File: src/hdl/ucor_pkg.sv
// Package for the unified CORDIC engine: widths, opcodes, stage payload type,
// the per-cell step plan and the atan/atanh angle tables built at elaboration.
// Depends on nothing.
`default_nettype none

package ucor_pkg;

  localparam int unsigned FB = 16;
  localparam int unsigned DATA_W = 32;
  localparam int unsigned OP_W = 3;
  localparam int unsigned NUM_CELLS = FB + 2;
  localparam int unsigned STAGE_W = $clog2(NUM_CELLS);
  localparam int unsigned SHIFT_W = $clog2(FB + 1);
  localparam logic [63:0] PI_TIMES_2_60 = 64'h3243F6A8885A308D;

  typedef enum logic [OP_W-1:0] {
    OP_CIRC_ROT = 3'd0,
    OP_CIRC_VEC = 3'd1,
    OP_HYP_ROT  = 3'd2,
    OP_HYP_VEC  = 3'd3,
    OP_LIN_ROT  = 3'd4,
    OP_LIN_VEC  = 3'd5
  } op_e;

  typedef enum logic [1:0] {
    MODE_CIRC,
    MODE_HYP,
    MODE_LIN
  } mode_e;

  typedef struct packed {
    logic [OP_W-1:0]          opcode;
    logic signed [DATA_W-1:0] x;
    logic signed [DATA_W-1:0] y;
    logic signed [DATA_W-1:0] z;
  } stage_t;

  typedef struct packed {
    logic               active;
    logic               vector;
    mode_e              mode;
    logic [SHIFT_W-1:0] shift;
  } plan_t;

  typedef logic [FB:0][DATA_W-1:0] rom_t;

  function automatic int unsigned series_len(int unsigned i);
    case (i)
      1:       return 27;
      2:       return 14;
      3:       return 9;
      4:       return 7;
      5:       return 5;
      6:       return 4;
      7:       return 4;
      8:       return 3;
      9:       return 3;
      10:      return 3;
      default: return 0;
    endcase
  endfunction

  function automatic logic [63:0] recip_round(logic [63:0] n);
    logic [63:0] rem;
    logic [63:0] q;
    rem = 64'd1;
    q = 64'd0;
    for (int i = 0; i <= int'(FB); i++) begin
      q = q + q;
      if (rem >= n) begin
        q = q + 64'd1;
        rem = rem - n;
      end
      rem = rem + rem;
    end
    return (rem >= n) ? q + 64'd1 : q;
  endfunction

  function automatic logic [63:0] series_coef(int unsigned k, logic alternate);
    logic [63:0] c;
    c = 64'd0;
    if ((k % 2) == 1) begin
      c = recip_round(64'(k));
      if (alternate && ((k % 4) == 3)) begin
        c = 64'd0 - c;
      end
    end
    return c;
  endfunction

  function automatic logic [63:0] series_eval(int unsigned i, logic alternate);
    logic [63:0] r;
    r = 64'd0;
    for (int k = int'(series_len(i)); k >= 0; k--) begin
      r = $unsigned($signed(r) >>> i) + series_coef(k, alternate);
    end
    return r;
  endfunction

  function automatic rom_t build_rom(logic circular);
    rom_t        rom;
    logic [63:0] half_pi;
    half_pi = ((PI_TIMES_2_60 >> (60 - FB)) + 64'd1) >> 1;
    for (int unsigned i = 0; i <= FB; i++) begin
      if (i == 0) begin
        rom[i] = circular ? half_pi[DATA_W:1] : '0;
      end else if (i <= 10) begin
        rom[i] = DATA_W'(series_eval(i, circular));
      end else begin
        rom[i] = DATA_W'(1) << (FB - i);
      end
    end
    return rom;
  endfunction

  localparam rom_t ATAN_ROM = build_rom(1'b1);
  localparam rom_t ATANH_ROM = build_rom(1'b0);

  function automatic plan_t step_plan(logic [OP_W-1:0] opcode, logic [STAGE_W-1:0] stage);
    plan_t       p;
    int unsigned k;
    k = int'(stage);
    p.active = 1'b0;
    p.vector = 1'b0;
    p.mode = MODE_CIRC;
    p.shift = '0;
    case (opcode)
      OP_CIRC_ROT, OP_CIRC_VEC: begin
        p.active = (k <= FB);
        p.vector = (opcode == OP_CIRC_VEC);
        p.mode = MODE_CIRC;
        p.shift = SHIFT_W'(k);
      end
      OP_HYP_ROT, OP_HYP_VEC: begin
        p.active = 1'b1;
        p.vector = (opcode == OP_HYP_VEC);
        p.mode = MODE_HYP;
        if (k < 4) begin
          p.shift = SHIFT_W'(k + 1);
        end else if (k <= 13) begin
          p.shift = SHIFT_W'(k);
        end else begin
          p.shift = SHIFT_W'(k - 1);
        end
      end
      OP_LIN_ROT, OP_LIN_VEC: begin
        p.active = (k < FB);
        p.vector = (opcode == OP_LIN_VEC);
        p.mode = MODE_LIN;
        p.shift = SHIFT_W'(k + 1);
      end
      default: begin
        p.active = 1'b0;
      end
    endcase
    return p;
  endfunction

endpackage

`default_nettype wire

File: src/hdl/ucor_skid.sv
// Output register with a spare entry, so the cell chain sees a registered
// ready and keeps moving while a result waits. Uses ucor_pkg.
`default_nettype none

module ucor_skid (
  input  wire logic             clk_i,
  input  wire logic             rst_ni,
  input  wire logic             in_valid_i,
  input  wire ucor_pkg::stage_t in_data_i,
  output logic                  in_ready_o,
  output logic                  out_valid_o,
  output ucor_pkg::stage_t      out_data_o,
  input  wire logic             out_ready_i
);

  logic             main_v_q;
  logic             spare_v_q;
  ucor_pkg::stage_t main_q;
  ucor_pkg::stage_t spare_q;
  logic             in_fire;
  logic             advance;

  assign in_ready_o = !spare_v_q;
  assign in_fire = in_valid_i && in_ready_o;
  assign advance = out_ready_i || !main_v_q;

  always_ff @(posedge clk_i or negedge rst_ni) begin
    if (!rst_ni) begin
      main_v_q <= 1'b0;
      spare_v_q <= 1'b0;
    end else if (advance) begin
      main_v_q <= spare_v_q || in_fire;
      spare_v_q <= 1'b0;
    end else if (in_fire) begin
      spare_v_q <= 1'b1;
    end
  end

  always_ff @(posedge clk_i) begin
    if (advance) begin
      main_q <= spare_v_q ? spare_q : in_data_i;
    end else if (in_fire) begin
      spare_q <= in_data_i;
    end
  end

  assign out_valid_o = main_v_q;
  assign out_data_o = main_q;

  a_spare_needs_main: assert property (@(posedge clk_i) disable iff (!rst_ni)
    spare_v_q |-> main_v_q)
    else $error("Spare entry holds a transaction while the output register is empty.");

  a_stall_fills_spare: assert property (@(posedge clk_i) disable iff (!rst_ni)
    (in_fire && main_v_q && !out_ready_i) |=> (spare_v_q && main_v_q))
    else $error("A transaction taken during a stall did not land in the spare entry.");

  a_spare_drains_first: assert property (@(posedge clk_i) disable iff (!rst_ni)
    (spare_v_q && out_ready_i) |=> (main_v_q && (main_q == $past(spare_q))))
    else $error("The spare entry was not moved into the output register.");

endmodule

`default_nettype wire
File: config.mk
export PLATFORM = sky130hd
export DESIGN_NAME = ucor_skid
export DESIGN_NICKNAME = d
export VERILOG_FILES = /design/src/hdl/ucor_pkg.sv /design/src/hdl/ucor_skid.sv
export SDC_FILE = /design/constraint.sdc
export NUM_CORES = 1
export LEC_CHECK = 0
export BUFFER_PORTS_ARGS = -buffer_cell sky130_fd_sc_hd__buf_4
export CORE_ASPECT_RATIO = 1.25
export CORE_MARGIN = 2
export CORE_UTILIZATION = 45
export DETAILED_ROUTE_END_ITERATION = 10
export PLACE_DENSITY = 0.72
export RECOVER_POWER = 100
export SLEW_MARGIN = 20
export SYNTH_ARGS = -nofsm -noshare
export SYNTH_HDL_FRONTEND = slang
export SYNTH_SLANG_ARGS = --single-unit
File: constraint.sdc
create_clock -name clk_i -period 22.1 [get_ports clk_i]
set_input_delay 3.315 -clock clk_i [delete_from_list [all_inputs] [get_ports clk_i]]
set_output_delay 3.315 -clock clk_i [all_outputs]
set_load 0.005 [all_outputs]
==> flow_summary.toml <==
[timing]
fmax_mhz = 133.6
clock-skew-final_ps = 7.095
tns_ps = 0
fin_crit_ps = 7487
finalMaxSlewViolations = 213
setup_slack_ps = 14610
setup_viol = 0
slew_headroom_pct = -162.5
hold_viol_final = 0
rsz0062_at_grt = "false"
min_period_over_period_pct = 33.88
worst_slew_pin_slew_ps = 3937

[placed_design]
pre_cts_slack_ps = 16950
hpwl_um = 9220
io_buffers = 203
globalplace.congestion = 0.7424

[logic_synthesis]
syn_area_per_cell_sq_um = 22.95
synth.distinct_cells = 11
ys_seq_area_share_pct = 82.69
synth-main-ff-cell = "edfxtp_1"
synth_seq_cells = 200
synth_fp_nets = 419
synth_most_common_cell = "edfxtp_1"
synth_area_leaders = "edfxtp_1 82%, mux2_1 12%, mux2_2 3.4%"
ys_async_sr_fraction_pct = 1.000
synth_top_area_share_pct = 82.00
ys_top_cells_by_count = "198 x edfxtp_1, 77 x mux2_1, 22 x mux2_2"
yosysWarnings = 0
synthCells = 316
yosysTopAreaCell = "edfxtp_1"
mappedNetlistArea_sq_um = 7251
synth-edff-count = 198

[worst_setup_path]
critPathTopFamily = "buffers and inverters"
slowest_delay_ps = 2830
cpMaxStageDelayCell = "clkbuf_1"
crit_type = "input pin to flop"
crit_buf_inv = 2
cp_cell_sequence = "clkbuf_4, nand2b_1, clkbuf_1"
cp-start-kind = "input pin"
worstPathMaxFanout = 72
required_ps = 22040
cp-end-kind = "flop"
worst_ep_arrival_time_ps = 7420

[routing]
first_pass_iters = 4
ant_nets = 0
routedWlPerCell_um = 18.05
num_vias = 3683
first_iter_violations = 191
viasPerCell = 4.878
wirelength_um = 13630
drc_errors = 0

[min_path]
min_path_type = "flop to flop"

[die]
die_height_um = 145.9
fp.dieW_um = 117.5
rows = 51
dieArea_sq_um = 17150
start_util_pct = 46.19
num_io_pins = 204
core-area_sq_um = 15700

[outcome]
violations = "max-capacitance violations, max-slew violations"
status = "finished with violations"

[finish]
n_antenna_cell = 0
final_nets = 634
utilization_pct = 59.05
final_layout_size_suffix_gt1_share_pct = 34.99
n_fill_cell = 1269
syn_to_final_growth_pct = 27.83

[global_route]
grt_pass1_wl_um = 21090
gr-total-overflow = 0
grt_use_total_pct = 16.25
grt_pass1_vias = 3850
grt_max_degree = 73
antenna_found_initial = 0

[clock_tree]
cts_sinks = 200
tritoncts = "yes"
postCtsSetupRepairBufs = 0
cts_made_buffers = 17
clockRootBuffer = "clkbuf_16"
cts.htree.levels = 4
ctsHoldBuffers = 0
clockBufferDepth = 2
insertion_delay_ps = 420
path_clk_slew_ps = 60
cts_resized = 0

[power]
p_per_area_nw_per_um2 = 88.96
power.total_mw = 0.8245
p_leak_nw = 3.318
worst_ir_drop_vdd_uv = 46.93

[run]
maxCapViolCount = 4
path summary, 6_finish.rpt:
kind	startpoint	end	slack, ps	depth (start not counted)
worst max-delay path	out_ready_i	out_data_o[26]$_DFFE_PP_	14610	3
worst min-delay path	spare_q[63]$_DFFE_PP_	out_data_o[63]$_DFFE_PP_	530	1
worst max register to register	out_valid_o$_DFFE_PN0P_	out_data_o[26]$_DFFE_PP_	17270	2
worst min register to register	spare_q[63]$_DFFE_PP_	out_data_o[63]$_DFFE_PP_	530	1
max in group asynchronous	rst_ni	out_valid_o$_DFFE_PN0P_	19290	1
min in group asynchronous	rst_ni	spare_v_q$_DFFE_PN0P_	2670	1
flip-flops by register name (all words and copies together) (netlist names):
register     flops
out_data_o      99
spare_q         99
out_valid_o      1
spare_v_q        1
logic make-up (layout without fill, tap and decap cells):
group	count (synthesis)	in the layout	share of synthesized area, %
DFF	200	200	82.69
and+or+nand+nor	5	5	0.3452
muxes	99	99	15.38
buffers and inverters	12	239	1.588
report_power, final:
part	switching (mW)	internal, mW	leakage (nW)	total [mW]
registers	0.00968	0.451	1.92	0.461
clock network	0.129	0.166	0.271	0.295
logic	0.0320	0.0361	1.12	0.0682
metrics by stage:
| stage | area (sq um) | hold WS [ps] | instances |
|---|---|---|---|
| after CTS | 9537 | 534.1 | 755 |
| after global routing | 9269 | 542.4 | 755 |
| final | 9269 | 534.7 | 755 |
| after floorplan | 7251 | 508.3 | 316 |
| after detailed placement | 8975 | 518.5 | 724 |
| after global placement | 8975 | 510.9 | 724 |
layer usage:
| layer | global-route usage [%] | wire [um] | vias up |
|---|---|---|---|
| met3 | 5.682 | 912 | 23 |
| met4 | 7.289 | 358 | 0 |
| met1 | 19.05 | 5357 | 1813 |
| li1 | - | - | 1691 |
| met2 | 27.11 | 6999 | 156 |
| met5 | 0 | 0 | - |
area by class of cell:
class | count | area, sq um | area share [%]
inverters | 1 | 3.754 | 0.04050
clock inverters | 12 | 128.9 | 1.390
well taps | 212 | 265.3 | 2.862
repair buffers | 207 | 1303 | 14.05
clock buffers | 19 | 432.9 | 4.671
flip-flops and latches | 200 | 5996 | 64.69
multi-input cells | 104 | 1140 | 12.30
cells in the final DEF, fill, tap and decap left out:
cell type and count:
clkinv_4 3, buf_1 2, clkbuf_4 137, inv_6 1
mux2_1 77, nor3b_1 1, mux2_2 22, buf_4 3
nor2_1 2, nand2b_1 1, clkinv_1 1, bufinv_16 2
inv_1 1, clkinvlp_4 2, clkbuf_16 17, nand2_1 1
edfxtp_1 198, clkbuf_1 67, dfrtp_1 2, clkinv_2 3
Note: power is estimated with default switching activity, not from simulation.
