--- config.mk ---
export PLATFORM = sky130hd
export DESIGN_NAME = ucor_cell
export DESIGN_NICKNAME = d
export VERILOG_FILES = /design/src/hdl/ucor_pkg.sv /design/src/hdl/ucor_cell.sv
export SDC_FILE = /design/constraint.sdc
export NUM_CORES = 1
export LEC_CHECK = 0
export BUFFER_PORTS_ARGS = -buffer_cell sky130_fd_sc_hd__buf_4
export CAP_MARGIN = 20
export CORE_ASPECT_RATIO = 0.75
export CORE_MARGIN = 4
export CORE_UTILIZATION = 55
export CTS_CLUSTER_SIZE = 16
export DETAILED_ROUTE_END_ITERATION = 10
export HOLD_SLACK_MARGIN = 0.08
export PLACE_DENSITY = 0.76
export SETUP_SLACK_MARGIN = 0.4
export SYNTH_ARGS = -nofsm -noshare
export SYNTH_HDL_FRONTEND = slang
export SYNTH_SLANG_ARGS = --single-unit
--- constraint.sdc ---
create_clock -name clk_i -period 5.4 [get_ports clk_i]
set_input_delay 1.62 -clock clk_i [delete_from_list [all_inputs] [get_ports clk_i]]
set_output_delay 1.62 -clock clk_i [all_outputs]
set_load 0.1 [all_outputs]
--- src/hdl/ucor_pkg.sv ---
// Package for the unified CORDIC engine: widths, opcodes, stage payload type,
// the per-cell step plan and the atan/atanh angle tables built at elaboration.
// Depends on nothing.
`default_nettype none

package ucor_pkg;

  localparam int unsigned FB = 16;
  localparam int unsigned DATA_W = 32;
  localparam int unsigned OP_W = 3;
  localparam int unsigned NUM_CELLS = FB + 2;
  localparam int unsigned STAGE_W = $clog2(NUM_CELLS);
  localparam int unsigned SHIFT_W = $clog2(FB + 1);
  localparam logic [63:0] PI_TIMES_2_60 = 64'h3243F6A8885A308D;

  typedef enum logic [OP_W-1:0] {
    OP_CIRC_ROT = 3'd0,
    OP_CIRC_VEC = 3'd1,
    OP_HYP_ROT  = 3'd2,
    OP_HYP_VEC  = 3'd3,
    OP_LIN_ROT  = 3'd4,
    OP_LIN_VEC  = 3'd5
  } op_e;

  typedef enum logic [1:0] {
    MODE_CIRC,
    MODE_HYP,
    MODE_LIN
  } mode_e;

  typedef struct packed {
    logic [OP_W-1:0]          opcode;
    logic signed [DATA_W-1:0] x;
    logic signed [DATA_W-1:0] y;
    logic signed [DATA_W-1:0] z;
  } stage_t;

  typedef struct packed {
    logic               active;
    logic               vector;
    mode_e              mode;
    logic [SHIFT_W-1:0] shift;
  } plan_t;

  typedef logic [FB:0][DATA_W-1:0] rom_t;

  function automatic int unsigned series_len(int unsigned i);
    case (i)
      1:       return 27;
      2:       return 14;
      3:       return 9;
      4:       return 7;
      5:       return 5;
      6:       return 4;
      7:       return 4;
      8:       return 3;
      9:       return 3;
      10:      return 3;
      default: return 0;
    endcase
  endfunction

  function automatic logic [63:0] recip_round(logic [63:0] n);
    logic [63:0] rem;
    logic [63:0] q;
    rem = 64'd1;
    q = 64'd0;
    for (int i = 0; i <= int'(FB); i++) begin
      q = q + q;
      if (rem >= n) begin
        q = q + 64'd1;
        rem = rem - n;
      end
      rem = rem + rem;
    end
    return (rem >= n) ? q + 64'd1 : q;
  endfunction

  function automatic logic [63:0] series_coef(int unsigned k, logic alternate);
    logic [63:0] c;
    c = 64'd0;
    if ((k % 2) == 1) begin
      c = recip_round(64'(k));
      if (alternate && ((k % 4) == 3)) begin
        c = 64'd0 - c;
      end
    end
    return c;
  endfunction

  function automatic logic [63:0] series_eval(int unsigned i, logic alternate);
    logic [63:0] r;
    r = 64'd0;
    for (int k = int'(series_len(i)); k >= 0; k--) begin
      r = $unsigned($signed(r) >>> i) + series_coef(k, alternate);
    end
    return r;
  endfunction

  function automatic rom_t build_rom(logic circular);
    rom_t        rom;
    logic [63:0] half_pi;
    half_pi = ((PI_TIMES_2_60 >> (60 - FB)) + 64'd1) >> 1;
    for (int unsigned i = 0; i <= FB; i++) begin
      if (i == 0) begin
        rom[i] = circular ? half_pi[DATA_W:1] : '0;
      end else if (i <= 10) begin
        rom[i] = DATA_W'(series_eval(i, circular));
      end else begin
        rom[i] = DATA_W'(1) << (FB - i);
      end
    end
    return rom;
  endfunction

  localparam rom_t ATAN_ROM = build_rom(1'b1);
  localparam rom_t ATANH_ROM = build_rom(1'b0);

  function automatic plan_t step_plan(logic [OP_W-1:0] opcode, logic [STAGE_W-1:0] stage);
    plan_t       p;
    int unsigned k;
    k = int'(stage);
    p.active = 1'b0;
    p.vector = 1'b0;
    p.mode = MODE_CIRC;
    p.shift = '0;
    case (opcode)
      OP_CIRC_ROT, OP_CIRC_VEC: begin
        p.active = (k <= FB);
        p.vector = (opcode == OP_CIRC_VEC);
        p.mode = MODE_CIRC;
        p.shift = SHIFT_W'(k);
      end
      OP_HYP_ROT, OP_HYP_VEC: begin
        p.active = 1'b1;
        p.vector = (opcode == OP_HYP_VEC);
        p.mode = MODE_HYP;
        if (k < 4) begin
          p.shift = SHIFT_W'(k + 1);
        end else if (k <= 13) begin
          p.shift = SHIFT_W'(k);
        end else begin
          p.shift = SHIFT_W'(k - 1);
        end
      end
      OP_LIN_ROT, OP_LIN_VEC: begin
        p.active = (k < FB);
        p.vector = (opcode == OP_LIN_VEC);
        p.mode = MODE_LIN;
        p.shift = SHIFT_W'(k + 1);
      end
      default: begin
        p.active = 1'b0;
      end
    endcase
    return p;
  endfunction

endpackage

`default_nettype wire

--- src/hdl/ucor_cell.sv ---
// One CORDIC micro-rotation cell: applies the step that its position in the
// chain holds for the item's mode, then registers the result. Uses ucor_pkg.
`default_nettype none

module ucor_cell (
  input  wire logic                         clk_i,
  input  wire logic                         rst_ni,
  input  wire logic [ucor_pkg::STAGE_W-1:0] stage_i,
  input  wire logic                         in_valid_i,
  input  wire ucor_pkg::stage_t             in_data_i,
  output logic                              in_ready_o,
  output logic                              out_valid_o,
  output ucor_pkg::stage_t                  out_data_o,
  input  wire logic                         out_ready_i
);

  localparam logic [ucor_pkg::SHIFT_W-1:0] SHIFT_W_FB = ucor_pkg::SHIFT_W'(ucor_pkg::FB);

  ucor_pkg::plan_t                    plan;
  logic signed [ucor_pkg::DATA_W-1:0] xs;
  logic signed [ucor_pkg::DATA_W-1:0] ys;
  logic [ucor_pkg::DATA_W-1:0]        ang;
  logic                               pos;
  ucor_pkg::stage_t                   data_d;
  ucor_pkg::stage_t                   data_q;
  logic                               valid_q;
  logic                               load;

  assign in_ready_o = !valid_q || out_ready_i;
  assign load = in_valid_i && in_ready_o;

  always_comb begin
    plan = ucor_pkg::step_plan(in_data_i.opcode, stage_i);
    xs = in_data_i.x >>> plan.shift;
    ys = in_data_i.y >>> plan.shift;
    pos = plan.vector ? (in_data_i.y[ucor_pkg::DATA_W-1] || (in_data_i.y == '0))
                      : !in_data_i.z[ucor_pkg::DATA_W-1];
    data_d = in_data_i;
    case (plan.mode)
      ucor_pkg::MODE_CIRC: ang = ucor_pkg::ATAN_ROM[plan.shift];
      ucor_pkg::MODE_HYP:  ang = ucor_pkg::ATANH_ROM[plan.shift];
      default:             ang = ucor_pkg::DATA_W'(1) << (SHIFT_W_FB - plan.shift);
    endcase
    if (plan.active) begin
      case (plan.mode)
        ucor_pkg::MODE_CIRC: begin
          data_d.x = pos ? in_data_i.x - ys : in_data_i.x + ys;
          data_d.y = pos ? in_data_i.y + xs : in_data_i.y - xs;
        end
        ucor_pkg::MODE_HYP: begin
          data_d.x = pos ? in_data_i.x + ys : in_data_i.x - ys;
          data_d.y = pos ? in_data_i.y + xs : in_data_i.y - xs;
        end
        default: begin
          data_d.y = pos ? in_data_i.y + xs : in_data_i.y - xs;
        end
      endcase
      data_d.z = pos ? in_data_i.z - $signed(ang) : in_data_i.z + $signed(ang);
    end
  end

  always_ff @(posedge clk_i or negedge rst_ni) begin
    if (!rst_ni) begin
      valid_q <= 1'b0;
    end else if (in_ready_o) begin
      valid_q <= in_valid_i;
    end
  end

  always_ff @(posedge clk_i) begin
    if (load) begin
      data_q <= data_d;
    end
  end

  assign out_valid_o = valid_q;
  assign out_data_o = data_q;

endmodule

`default_nettype wire

==> impl_metrics.toml, run 1 <==
[yosys]
synthTopCellsByArea = "edfxtp_1, ha_1, mux2i_1"
syn_inst = 2349
yosys_warnings = 0
synth-edff-count = 99
yosysSeqAreaShare_pct = 17.0
synth_async_sr_flop_share_pct = 1.00
synth_top_area_share_pct = 16.8
synth.most_common_cell = "nand2_1"
synth.top_cells.by_count = "nand2_1, o21ai_0, a21oi_1"
yosysUniqueCellTypes = 100
synth-main-ff-cell = "edfxtp_1"
syn_nets = 2605
synth_seq_cells = 100
synth.avg_cell_area_um2 = 7.51
synth_top_cell_by_area = "edfxtp_1"
netlist_area_mm2 = 0.0176

[global_routing]
grtUsageTotal_pct = 106
grt_max_degree = 125
grt-ovfl-total = 4002

[clocking]
clkSinkCount = 100
numCtsBuffers = 9
ctsRootBufferMaster = "clkbuf_16"
htreeDepth = 3
clock_path_buffers = 2

[timing]
worst-ep-kind = "register input"
crit_endpoint = "out_data_o[62]$_DFFE_PP_/D"

[floorplanning]
boundaryPins = 209
rows = 56
start_util_pct = 56.1
die_width_um = 215
chipHeight_um = 163

[placement]
place_ws_ns = -3.48
dp.final_hpwl_um = 66100
globalplace.congestion = 1.15
numPortBuffers = 208
dp.cells = 3647

[outcome]
run_status = "stopped before the end"
haltStage = "global routing"
stop_error = "[ERROR GRT-0232] Routing congestion too high. Check the congestion heatmap in the GUI."
-- per-stage QoR --
| stage | instance area, um^2 | TNS (ns) |
|---|---|---|
| after floorplan | 18000 | -162.36 |
| after CTS | 29000 | -123.59 |
| after detailed placement | 25800 | -220.10 |
| after global placement | 25800 | -201.33 |
-- cells by family after synthesis --
group	count (synthesis)	synth area share, %
multiplexers	148	8.73
XOR/XNOR	113	5.61
AND/OR/NAND/NOR	749	20.2
buffers and inverters	263	6.25
AO/OA/AOI/OAI	828	31.6
adder cells (fa/ha/maj)	148	10.7
flip-flops	100	17.0
-- layer usage --
layer  global-route usage, %  overflow
met5                    56.9         5
met1                    90.4        83
met3                    83.5       101
met4                     118       790
met2                     142      3023
-- repair_timing --
item	in CTS
setup buffers	135
endpoints found under the setup margin	95
gates resized for setup	424
hold buffers	0
gates cloned	5
pin swaps	216
==> run 2, diff against run 1 <==
==> config.mk (replaced) <==
export PLATFORM = sky130hd
export DESIGN_NAME = ucor_cell
export DESIGN_NICKNAME = d
export VERILOG_FILES = /design/src/hdl/ucor_pkg.sv /design/src/hdl/ucor_cell.sv
export SDC_FILE = /design/constraint.sdc
export NUM_CORES = 1
export LEC_CHECK = 0
export BUFFER_PORTS_ARGS = -buffer_cell sky130_fd_sc_hd__buf_4
export CAP_MARGIN = 20
export CORE_MARGIN = 4
export CORE_UTILIZATION = 40
export DETAILED_ROUTE_END_ITERATION = 10
export PLACE_DENSITY_LB_ADDON = 0.15
export SYNTH_ARGS = -nofsm -noshare
export SYNTH_HDL_FRONTEND = slang
export SYNTH_SLANG_ARGS = --single-unit
==> run 2 against run 1 <==
  * The flow now finishes, with violations (setup timing)
  * Synthesized area did not move
  * Synthesized cell count did not move
==> impl_metrics.toml, run 2 <==
[outcome]
run_status = "finished with violations"
violations = "setup timing"

[global_routing]
grt_max_degree = 57
grtUsageTotal_pct = 37.4
grt_first_pass_wirelength_um = 139000
grt-ovfl-total = 0
grt_pass1_vias = 24200
antenna_found_initial = 1

[worst_setup_path]
crit_type = "input port to flop"
r2r_start = "out_valid_o$_DFFE_PN0N_"
crit_arrival_ns = 8.22
r2r_cells = 3
start_kind = "input port"
crit_path_top_delay_cell = "mux2i_4"
critPathRequiredTime_ns = 5.58
critPathMaxStageDelay_ns = 0.47
r2r_end = "out_data_o[71]$_DFFE_PP_"
crit_top_cell = "buf_6"
worstSetupEndpointType = "flop"
crit_path_max_fanout = 5
r2r_slack_ns = 3.45

[clocking]
clk-insertion-delay-late_ns = 0.42
cts_tree = "built"
clk_pin_slew_ns = 0.09
ctsRootBufferMaster = "clkbuf_16"
clock_path_buffers = 2
clkSinkCount = 100
htreeDepth = 3
hold_buffers = 0
numCtsBuffers = 9

[timing]
post-route-min-period_ns = 8.04
fmax_ghz = 0.124
hold_viol_final = 0
setup_viol = 90
worst_pin_slew_ns = 0.942
skew_ns = 0.0151
rsz0062_at_grt = "yes"
relSlewSlack_pct = 37.1
setup_ws_ns = -2.64
slew_viol_final = 0
hold_ws_ns = 0.572
fin_tns_setup_ns = -144.32
period_share_pct = 149

[yosys]
synth_top_family_by_area = "compound AO/OA/AOI/OAI gates"
synth-edff-count = 99
syn_inst = 2349
synthXorXnorAreaFrac_pct = 5.61
synth_top_area_share_pct = 16.8
netlist_area_mm2 = 0.0176
yosysSeqAreaShare_pct = 17.0
synth.avg_cell_area_um2 = 7.51
synth_async_sr_flop_share_pct = 1.00
yosysUniqueCellTypes = 100
yosys.area_share.simple_pct = 20.2
synth.top_cells.by_count = "nand2_1, o21ai_0, a21oi_1"
syn_nets = 2605
synth_seq_cells = 100
synth-compound-area-share_pct = 31.6
synth-main-ff-cell = "edfxtp_1"
synth_fa_ha_area_share_pct = 10.7
yosys_warnings = 0
synthTopCellsByArea = "edfxtp_1, ha_1, mux2i_1"
synth_top_cell_by_area = "edfxtp_1"
muxShareOfSynthArea_pct = 8.73
synth.most_common_cell = "nand2_1"

[placement]
globalplace.congestion = 1.02
dp.final_hpwl_um = 70500
dp.cells = 3909
placed_area_mm2 = 0.0268
numPortBuffers = 208

[layout]
final_area_mm2 = 0.0319
antenna_cells = 0
fillers = 3242
final_cell_mix = "buf_4, nand2_1, nor2_1"
layout.cells.non_filler = 4145
area_growth_pct = 80.9
layout_commonest_cell = "buf_4"
layout.nets = 3811
post-route-util_pct = 73.6
largest_reg_flops = 99
drive_above_1_share_pct = 51.7

[routing]
post_drt_via_cell_ratio = 6.03
ant_nets = 0
drt_iter0_markers = 2534
drc = 0
vias = 25000
wl_per_cell_um = 23.6
drt_pre_antenna_iters = 9
wirelength_um = 97600

[worst_hold_path]
min_from = "out_valid_o$_DFFE_PN0N_"
hp-class = "flop to flop"
hold_depth = 2
hold_path_end = "out_valid_o$_DFFE_PN0N_"

[floorplanning]
die_width_um = 218
chipHeight_um = 218
boundaryPins = 209
rows = 76
core_area_mm2 = 0.0434
dieArea_mm2 = 0.0475
start_util_pct = 40.7

[pwr]
peakVddDrop_mv = 0.218
p_per_area_mw_per_mm2 = 314
leakage_nw = 14.6

[run]
drv_cap = 0
==> run 2: cell counts after synthesis <==
No cell type changed its count.
==> run 2: worst max-delay path, delay by kind of cell <==
| kind | cells | cell delay (ns) |
|---|---|---|
| xor gates and xnor gates | 1 | 0.15 |
| and+or+nand+nor | 3 | 0.58 |
| buffers and inverters | 12 | 1.38 |
| AOI/OAI and AO/OA | 14 | 2.77 |
| muxes | 4 | 1.05 |
| adders and majority gates | 3 | 0.67 |
==> run 2: final cells by class <==
class,count,area (um^2),area share [%]
multi-input cells,1986,16500,51.7
inverters,113,455,1.43
clock inverters,7,58.8,0.184
clock buffers,9,225,0.705
flip-flops and latches,100,3000,9.39
repair buffers,1345,10900,34.3
well taps,585,732,2.29
==> run 2: logic make-up after synthesis <==
kind of cell / Yosys count
and+or+nand+nor: 749
adders and majority gates: 148
DFF: 100
xor gates and xnor gates: 113
buffers and inverters: 263
muxes: 148
AOI/OAI and AO/OA: 828
==> run 2: metrics by stage <==
step | power, W | worst slack (ns)
after floorplan | 0.00460 | -2.99
after global placement | 0.00730 | -3.22
after detailed placement | 0.00741 | -3.40
after CTS | 0.00918 | -2.22
after global routing | 0.0105 | -2.71
final | 0.0100 | -2.64
==> run 2: worst max path at each step <==
stage | startpoint | end | slack, ns | depth (start not counted)
2_1_floorplan | stage_i[1] | out_data_o[31]$_DFFE_PP_ | -2.99 | 40
3_3_place_gp | in_data_i[97] | out_data_o[60]$_DFFE_PP_ | -3.22 | 32
3_5_place_dp | in_data_i[97] | out_data_o[60]$_DFFE_PP_ | -3.40 | 32
4_1_cts | stage_i[1] | out_data_o[63]$_DFFE_PP_ | -2.22 | 33
5_1_grt | stage_i[1] | out_data_o[63]$_DFFE_PP_ | -2.71 | 34
6_report | stage_i[1] | out_data_o[94]$_DFFE_PP_ | -2.64 | 37
==> run 2: metal layers <==
layer / GRT usage (%) / vias to the layer above / share of wire, %
met1: 47.1 / 12000 / 39
met2: 62.1 / 1402 / 46
met5: 0 / - / 0
met4: 19.0 / 0 / 6.9
li1: - / 11200 / -
met3: 5.62 / 423 / 8.3
==> run 2: repair_timing <==
item / in CTS / in global routing
setup buffers: 176 / 80
pin swaps: 208 / 174
gates resized for setup: 487 / 228
cloned: 4 / 0
setup endpoints to repair: 94 / 91
endpoints found under the hold margin: 0 / 0
==> run 2: where the power goes <==
group	switching (W)	internal (W)	leakage, nW
logic	0.00442	0.00390	13.6
registers	0.0000267	0.000986	0.960
clock network	0.000390	0.000320	0.132
Power figures use the tool's default switching activity.
